`src/design/spq_pkg.sv`:
```
// ----------------------------------------------------------------------------
// Stable priority queue package
// Sizes, request and status codes, and the command and status structs that
// pass between the controller and the datapath.
// ----------------------------------------------------------------------------
`default_nettype none

package spq_pkg;

    localparam int QUEUE_DEPTH = 16;
    localparam int TAG_BITS    = 16;
    localparam int PRIO_BITS   = 4;
    localparam int CNT_W       = $clog2(QUEUE_DEPTH + 1);
    localparam int STAT_W      = 2;

    localparam logic REQ_INSERT = 1'b0;
    localparam logic REQ_REMOVE = 1'b1;

    typedef enum logic [STAT_W-1:0] {
        STAT_OK    = 2'd0,
        STAT_EMPTY = 2'd1,
        STAT_FULL  = 2'd2
    } t_status;

    typedef enum logic {
        ST_IDLE,
        ST_HOLD
    } t_state;

    typedef struct packed {
        logic    load;
        logic    insert;
        logic    remove;
        t_status status;
    } t_dp_cmd;

    typedef struct packed {
        logic empty;
        logic full;
    } t_dp_stat;

endpackage

`default_nettype wire

```
`src/design/spq_if.sv`:
```
// ----------------------------------------------------------------------------
// Stable priority queue channels
// Request and response channels, each with valid, ready and its payload.
// ----------------------------------------------------------------------------
`default_nettype none

interface spq_req_if;
    logic                          valid;
    logic                          ready;
    logic                          req_type;
    logic [spq_pkg::PRIO_BITS-1:0] prio_value;
    logic [spq_pkg::TAG_BITS-1:0]  entry_tag;

    modport source (output valid, req_type, prio_value, entry_tag, input ready);
    modport sink   (input valid, req_type, prio_value, entry_tag, output ready);
endinterface

interface spq_rsp_if;
    logic                         valid;
    logic                         ready;
    logic [spq_pkg::STAT_W-1:0]   status;
    logic [spq_pkg::TAG_BITS-1:0] head_tag;
    logic [spq_pkg::CNT_W-1:0]    occupancy;

    modport source (output valid, status, head_tag, occupancy, input ready);
    modport sink   (input valid, status, head_tag, occupancy, output ready);
endinterface

`default_nettype wire

```
`src/design/spq_ctrl.sv`:
```
// ----------------------------------------------------------------------------
// Stable priority queue controller
// Tracks whether a response is held and decides what each request does.
// ----------------------------------------------------------------------------
`default_nettype none

module spq_ctrl (
    input  wire logic              i_clk,
    input  wire logic              i_rst_n,
    input  wire logic              i_req_valid,
    input  wire logic              i_req_type,
    input  wire logic              i_rsp_ready,
    input  wire spq_pkg::t_dp_stat i_stat,
    output spq_pkg::t_dp_cmd       o_cmd,
    output logic                   o_req_ready,
    output logic                   o_rsp_valid
);

    spq_pkg::t_state r_state;
    spq_pkg::t_state n_state;
    logic            w_accept;

    always_comb begin
        o_req_ready = (r_state == spq_pkg::ST_IDLE) || i_rsp_ready;
        o_rsp_valid = (r_state == spq_pkg::ST_HOLD);
        w_accept    = i_req_valid && o_req_ready;
        o_cmd.load   = w_accept;
        o_cmd.insert = 1'b0;
        o_cmd.remove = 1'b0;
        o_cmd.status = spq_pkg::STAT_OK;
        if (i_req_type == spq_pkg::REQ_INSERT) begin
            if (i_stat.full) begin
                o_cmd.status = spq_pkg::STAT_FULL;
            end else begin
                o_cmd.insert = w_accept;
            end
        end else begin
            if (i_stat.empty) begin
                o_cmd.status = spq_pkg::STAT_EMPTY;
            end else begin
                o_cmd.remove = w_accept;
            end
        end
    end

    always_comb begin
        n_state = r_state;
        case (r_state)
            spq_pkg::ST_IDLE: begin
                if (i_req_valid) n_state = spq_pkg::ST_HOLD;
            end
            spq_pkg::ST_HOLD: begin
                if (i_rsp_ready && !i_req_valid) n_state = spq_pkg::ST_IDLE;
            end
            default: n_state = spq_pkg::ST_IDLE;
        endcase
    end

    always_ff @(posedge i_clk) begin
        if (!i_rst_n) begin
            r_state <= spq_pkg::ST_IDLE;
        end else begin
            r_state <= n_state;
        end
    end

endmodule

`default_nettype wire

```
`src/design/spq_datapath.sv`:
```
// ----------------------------------------------------------------------------
// Stable priority queue datapath
// A sorted shift-register queue with parallel compare, the fill count and
// the response registers.
// ----------------------------------------------------------------------------
`default_nettype none

module spq_datapath (
    input  wire logic                          i_clk,
    input  wire logic                          i_rst_n,
    input  wire spq_pkg::t_dp_cmd              i_cmd,
    input  wire logic [spq_pkg::PRIO_BITS-1:0] i_prio,
    input  wire logic [spq_pkg::TAG_BITS-1:0]  i_tag,
    output spq_pkg::t_dp_stat                  o_stat,
    output logic [spq_pkg::STAT_W-1:0]         o_status,
    output logic [spq_pkg::TAG_BITS-1:0]       o_head_tag,
    output logic [spq_pkg::CNT_W-1:0]          o_occupancy
);

    logic [spq_pkg::PRIO_BITS-1:0] r_slot_prio [spq_pkg::QUEUE_DEPTH];
    logic [spq_pkg::TAG_BITS-1:0]  r_slot_tag  [spq_pkg::QUEUE_DEPTH];
    logic [spq_pkg::PRIO_BITS-1:0] n_slot_prio [spq_pkg::QUEUE_DEPTH];
    logic [spq_pkg::TAG_BITS-1:0]  n_slot_tag  [spq_pkg::QUEUE_DEPTH];
    logic [spq_pkg::QUEUE_DEPTH-1:0] w_after;
    logic [spq_pkg::CNT_W-1:0]     r_count;
    logic [spq_pkg::CNT_W-1:0]     n_count;
    logic [spq_pkg::STAT_W-1:0]    r_status;
    logic [spq_pkg::TAG_BITS-1:0]  r_head_tag;
    logic [spq_pkg::CNT_W-1:0]     r_occ;

    assign o_stat.empty = (r_count == '0);
    assign o_stat.full  = (r_count == spq_pkg::CNT_W'(spq_pkg::QUEUE_DEPTH));

    // An entry stays in place when it is valid and does not rank after the new one.
    always_comb begin
        for (int i = 0; i < spq_pkg::QUEUE_DEPTH; i++) begin
            w_after[i] = (spq_pkg::CNT_W'(i) < r_count) && (r_slot_prio[i] <= i_prio);
        end
    end

    always_comb begin
        n_slot_prio = r_slot_prio;
        n_slot_tag  = r_slot_tag;
        n_count     = r_count;
        if (i_cmd.insert) begin
            n_count = r_count + spq_pkg::CNT_W'(1);
            if (!w_after[0]) begin
                n_slot_prio[0] = i_prio;
                n_slot_tag[0]  = i_tag;
            end
            for (int i = 1; i < spq_pkg::QUEUE_DEPTH; i++) begin
                if (!w_after[i]) begin
                    if (w_after[i-1]) begin
                        n_slot_prio[i] = i_prio;
                        n_slot_tag[i]  = i_tag;
                    end else begin
                        n_slot_prio[i] = r_slot_prio[i-1];
                        n_slot_tag[i]  = r_slot_tag[i-1];
                    end
                end
            end
        end else if (i_cmd.remove) begin
            n_count = r_count - spq_pkg::CNT_W'(1);
            for (int i = 0; i < spq_pkg::QUEUE_DEPTH - 1; i++) begin
                n_slot_prio[i] = r_slot_prio[i+1];
                n_slot_tag[i]  = r_slot_tag[i+1];
            end
        end
    end

    always_ff @(posedge i_clk) begin
        r_slot_prio <= n_slot_prio;
        r_slot_tag  <= n_slot_tag;
        if (i_cmd.load) begin
            r_status   <= i_cmd.status;
            r_head_tag <= i_cmd.remove ? r_slot_tag[0] : '0;
            r_occ      <= n_count;
        end
    end

    always_ff @(posedge i_clk) begin
        if (!i_rst_n) begin
            r_count <= '0;
        end else begin
            r_count <= n_count;
        end
    end

    assign o_status    = r_status;
    assign o_head_tag  = r_head_tag;
    assign o_occupancy = r_occ;

endmodule

`default_nettype wire

```
`src/design/stable_priority_queue.sv`:
```
// ----------------------------------------------------------------------------
// Stable priority queue
// A bounded sorted queue of priority and tag pairs; equal priorities leave
// in arrival order and smaller values leave first.
// ----------------------------------------------------------------------------
// Usage:
// Requests arrive on i_req: req_type 0 inserts prio_value and entry_tag,
// req_type 1 removes the head entry. Each transfer on i_req produces exactly
// one transfer on o_rsp carrying status, head_tag and occupancy.
// The response comes from an output register in the cycle after the request
// transfer. All slots compare against the new priority in parallel and shift
// together, so one request can be taken every cycle unless o_rsp stalls.
// A new request is taken while a response is held as long as o_rsp.ready is
// high in the same cycle; when the receiver stalls, i_req.ready drops and the
// held response stays unchanged until it is taken.
// Reset empties the queue and clears any held response; slot contents are
// not cleared, since slots at or above the fill count are never read.
// An insert into a full queue is dropped with status 2; a remove on an empty
// queue returns status 1. head_tag is zero except for a successful remove.
// ----------------------------------------------------------------------------
`default_nettype none

module stable_priority_queue (
    input  wire logic  i_clk,
    input  wire logic  i_rst_n,
    spq_req_if.sink    i_req,
    spq_rsp_if.source  o_rsp
);

    spq_pkg::t_dp_cmd  w_cmd;
    spq_pkg::t_dp_stat w_stat;

    spq_ctrl u_ctrl (
        .i_clk       (i_clk),
        .i_rst_n     (i_rst_n),
        .i_req_valid (i_req.valid),
        .i_req_type  (i_req.req_type),
        .i_rsp_ready (o_rsp.ready),
        .i_stat      (w_stat),
        .o_cmd       (w_cmd),
        .o_req_ready (i_req.ready),
        .o_rsp_valid (o_rsp.valid)
    );

    spq_datapath u_datapath (
        .i_clk       (i_clk),
        .i_rst_n     (i_rst_n),
        .i_cmd       (w_cmd),
        .i_prio      (i_req.prio_value),
        .i_tag       (i_req.entry_tag),
        .o_stat      (w_stat),
        .o_status    (o_rsp.status),
        .o_head_tag  (o_rsp.head_tag),
        .o_occupancy (o_rsp.occupancy)
    );

endmodule

`default_nettype wire

```
`src/flat_wrapper.sv`:
```
// flat-port wrapper written by rule: the top's interface ports become plain ports
module stable_priority_queue_flat 
  (i_clk, i_rst_n, i_req_valid, i_req_req_type, i_req_prio_value, i_req_entry_tag, i_req_ready, o_rsp_valid, o_rsp_status, o_rsp_head_tag, o_rsp_occupancy, o_rsp_ready);
  spq_req_if i_req_i ();
  spq_rsp_if o_rsp_i ();
  input  wire logic i_clk;
  input  wire logic i_rst_n;
  input wire logic [$bits(i_req_i.valid)-1:0] i_req_valid;
  input wire logic [$bits(i_req_i.req_type)-1:0] i_req_req_type;
  input wire logic [$bits(i_req_i.prio_value)-1:0] i_req_prio_value;
  input wire logic [$bits(i_req_i.entry_tag)-1:0] i_req_entry_tag;
  output wire logic [$bits(i_req_i.ready)-1:0] i_req_ready;
  output wire logic [$bits(o_rsp_i.valid)-1:0] o_rsp_valid;
  output wire logic [$bits(o_rsp_i.status)-1:0] o_rsp_status;
  output wire logic [$bits(o_rsp_i.head_tag)-1:0] o_rsp_head_tag;
  output wire logic [$bits(o_rsp_i.occupancy)-1:0] o_rsp_occupancy;
  input wire logic [$bits(o_rsp_i.ready)-1:0] o_rsp_ready;
  assign i_req_i.valid = i_req_valid;
  assign i_req_i.req_type = i_req_req_type;
  assign i_req_i.prio_value = i_req_prio_value;
  assign i_req_i.entry_tag = i_req_entry_tag;
  assign i_req_ready = i_req_i.ready;
  assign o_rsp_valid = o_rsp_i.valid;
  assign o_rsp_status = o_rsp_i.status;
  assign o_rsp_head_tag = o_rsp_i.head_tag;
  assign o_rsp_occupancy = o_rsp_i.occupancy;
  assign o_rsp_i.ready = o_rsp_ready;
  stable_priority_queue u_core (.i_clk(i_clk), .i_rst_n(i_rst_n), .i_req(i_req_i), .o_rsp(o_rsp_i));
endmodule
```
`config.mk`:
```
export PLATFORM = sky130hd
export DESIGN_NAME = stable_priority_queue_flat
export DESIGN_NICKNAME = d
export VERILOG_FILES = /design/src/design/spq_pkg.sv /design/src/design/spq_if.sv /design/src/design/spq_ctrl.sv /design/src/design/spq_datapath.sv /design/src/design/stable_priority_queue.sv /design/src/flat_wrapper.sv
export SDC_FILE = /design/constraint.sdc
export NUM_CORES = 1
export LEC_CHECK = 0
export BUFFER_PORTS_ARGS = -buffer_cell sky130_fd_sc_hd__clkbuf_2
export CORE_MARGIN = 2
export CORE_UTILIZATION = 60
export CTS_BUF_LIST = sky130_fd_sc_hd__clkbuf_16
export CTS_CLUSTER_DIAMETER = 80
export DETAILED_ROUTE_END_ITERATION = 12
export HOLD_SLACK_MARGIN = 0.08
export PLACE_DENSITY = 0.78
export SLEW_MARGIN = 25
export SYNTH_ARGS = -nofsm -noshare
export SYNTH_HDL_FRONTEND = slang
export SYNTH_SLANG_ARGS = --single-unit
```
`constraint.sdc`:
```
create_clock -name i_clk -period 4.8 [get_ports i_clk]
set_clock_uncertainty 0.15 [all_clocks]
set_input_delay 0.48 -clock i_clk [delete_from_list [all_inputs] [get_ports i_clk]]
set_output_delay 0.48 -clock i_clk [all_outputs]
set_load 0.1 [all_outputs]
```
==> metrics.md <==
| Metric | Value |
|---|---|
| WL per Instance | approximately 21 microns |
| Clk_lat worst skew | ~0.53 ns |
| CP max FO | 53 |
| Die width | between 150 and 200 microns |
| CTS Buffer Depth | 3 |
| Hpwl dp | 29120 microns |
| Root Driver | clkbuf_16 |
| P per Cell Area | about 470 nW/um^2 |
| Hold violation total from the final report | 0 |
| Post-layout minimum cycle time | 3.408 ns |
| Unique masters post-synth | ~50 |
| Top cells by count, synth | 366 x nand2_1, 343 x edfxtp_1, 234 x o211ai_1 |
| Final core utilization | 65.92% |
| Max Freq | 293.5 MHz |
| CTS Buf Count | 37 |
| CTS resizes | 0 |
| CTS Sinks | ~350 |
| Count leader, synth | nand2_1 |
| Required @ worst endpoint | ~4.8 ns |
| Die H | around 180 microns |
| Global-route usage over all layers | between 20% and 30% |
| Sequential share of power | 46.9% |
| First-pass DRT Iterations | 6 |
| Yosys top cell area share | a little under three fifths |
| CP max stage cell | and4_4 |
| Number of H-tree levels | 2 |
| Clock power share | roughly 30% |
| Rows | 64 |
| Sw Share | around a third |
| Startpoint types | flip-flop |
| Synth Flop Type | edfxtp_1 |
| IR drop worst, VDD | roughly 0.33 mV |
| Post-synth top area cell | edfxtp_1 |
| Routed vias | between 10000 and 15000 |
| Area growth from synthesis to layout | 8.255% |
| Starting Density | 60.89% |
| RSZ-0062 raised after global routing | false |
| Design Power | about 9.4 mW |
| Post-CTS Setup Inserts | 0 |
| Antenna violations before repair | 0 |
| Die area | 32470 sq um |
| First-pass GRT wire length | around 72000 microns |
| Int Pwr | approximately 6.4 mW |
| Drt initial violations | just under 2000 |
| Top post-synthesis cells by area | edfxtp_1 55%, o211ai_1 9.4%, nand2_1 7.4%, nand3_1 5.8%, ha_1 4.6% |
| Kind of end point of the critical path | flip-flop |
| RD Place Congestion | between 0.8 and 0.9 |
| Final-stage net count | about 1800 |
| Final max-slew violation count | 0 |
| Sequential area share after synthesis | a little under three fifths |
| Max incr delay on CP | a little under 0.7 ns |
| Syn Area/Cell | roughly 11 sq um |
| Crit path cell chain | inv_1, ha_1, nand4bb_1, and4_4, buf_4, nand2_1, nand2_1 |
| Number of max-cap violations | 0 |
| Post-Syn Area | between 15000 and 20000 sq um |
| Syn_nets | ~1800 |
| Drc violations | 0 |
| I/O Pins | 50 |
| Net switching power | ~3 mW |
| Total wire length | about 45000 microns |
| Worst Path Buf+Inv | 2 |
| Worst hold slack | 0.1101 ns |
| Yosys warning count | 0 |
| Crit-path leading delay family | simple AND/OR/NAND/NOR gates |
| Hold WC Path Type | in2reg |
| Mapped Cells | approximately 1700 |
| Worst slew pin tran | about 1 ns |
| Part of the power in combinational logic | 23.1% |
| Reg area | 10420 sq um |
| Ant. Diodes | 0 |
| Number of fill cells in the layout | roughly 2400 |
| Global route overflow | 0 |
| Hold-fix buffers, CTS | 0 |
| Async SR Flop Fraction | 0% |
| Area of the multi-input gates | 7396 sq um |
| Vias per Instance | between 6 and 7 |
| Final setup fails | 0 |
| Placed cells | 2066 |
| Post-synth EDFFs | between 300 and 400 |
| Vias in the first global route | approximately 13000 |
| Crit path top cell by count | nand2_1 |
| Final period util | around 71% |
| Relative slew slack | between 30% and 40% |
| Clock transition at the registers of the reported paths | approximately 0.06 ns |
| Final ANT Viol Nets | 0 |
| TritonCTS clock tree | yes |
| Synthesized flop and latch total | roughly 350 |
| Worst Path Arrival | between 3 and 4 ns |
| Finished Layout Cells | between 2000 and 2500 |
| Pleak | 7.533 nW |
| Kind of critical path | reg2reg |
| IO Port Bufs | 49 |
| Largest net degree at the start of global routing | roughly 280 |
| TNS Setup | 0 ns |
| Area of the core | slightly above 30000 sq um |
| Status | completed |
| Fraction of layout cells with a size suffix above 1 | 10.18% |
-- layout by cell type, fill, tap and decap left out, types with 22 or more instances in the layout --
cell	instances
nand2_1	364
edfxtp_1	343
o211ai_1	234
nand3_1	217
ha_1	68
o21ai_0	62
clkbuf_2	49
a21oi_1	40
inv_1	38
clkbuf_16	37
mux2i_1	36
buf_4	34
nor2_1	28
and2_1	22
-- through the flow --
stage / instance area [sq um] / setup WS, ns
after global routing: 20160 / 1.144
after floorplan: 18630 / 0.6232
after CTS: 20120 / 1.425
after detailed placement: 18940 / 1.374
final: 20160 / 1.392
after global placement: 18940 / 1.379
-- cell type report --
cell class,count,area share [%]
clock buffer,37,4.592
sequential,349,51.68
multi-input combinational,1207,36.68
timing repair buffer,86,2.786
clock inverter,29,1.253
inverter,30,0.5585
tap,396,2.457
-- worst register-to-register path: stages, from the launching register on --
cell and delay, ns:
dfxtp_1 0.52, inv_1 0.14, ha_1 0.27, nand4bb_1 0.18
and4_4 0.69, buf_4 0.35, nand2_1 0.06, nand2_1 0.67
-- power by group through the flow --
| stage | clock (mW) | combinational [mW] | sequential [mW] |
|---|---|---|---|
| after detailed placement | 0 | 2.15 | 4.45 |
| final | 2.81 | 2.17 | 4.41 |
| after global routing | 2.96 | 2.40 | 4.46 |
| after CTS | 2.84 | 2.15 | 4.39 |
| after floorplan | 0 | 1.55 | 4.46 |
| after global placement | 0 | 2.05 | 4.44 |
-- registers in the layout, indices dropped and copies added (netlist names) --
register,count
u_core.u_datapath.o_head_tag,16
u_core.u_datapath.o_status,2
u_core.u_datapath.o_occupancy,5
u_core.u_datapath.r_slot_tag,256
u_core.u_datapath.r_count,5
u_core.u_ctrl.o_rsp_valid,1
u_core.u_datapath.r_slot_prio,64
-- layer usage --
layer	track usage [%]	wire (microns)
met4	6.548	651
met5	0	0
met1	40.76	19640
met3	3.820	3906
met2	41.11	20550
-- final timing paths --
path              cells past startpoint                                       endpoint  slack, ns                                         from
setup reg to reg                      7     u_core.u_datapath.r_slot_tag[65]$_DFFE_PP_       1.39      u_core.u_datapath.r_count[1]$_SDFF_PN0_
hold / removal                        2        u_core.u_datapath.r_count[2]$_SDFF_PN0_       0.11                                      i_rst_n
hold reg to reg                       1  u_core.u_datapath.o_head_tag[9]$_SDFFCE_PN0N_       0.40  u_core.u_datapath.r_slot_tag[249]$_DFFE_PP_
setup / recovery                      7     u_core.u_datapath.r_slot_tag[65]$_DFFE_PP_       1.39      u_core.u_datapath.r_count[1]$_SDFF_PN0_
-- cells by family after synthesis --
| group | after synthesis | share of synthesized area (%) |
|---|---|---|
| AOI/OAI and AO/OA | 419 | 15.93 |
| xor gates and xnor gates | 4 | 0.2284 |
| adders and majority gates | 68 | 4.568 |
| buffers and inverters | 193 | 4.675 |
| DFF | 349 | 55.94 |
| muxes | 56 | 3.144 |
| and+or+nand+nor | 660 | 15.52 |
(Power assumes the default switching activity.)
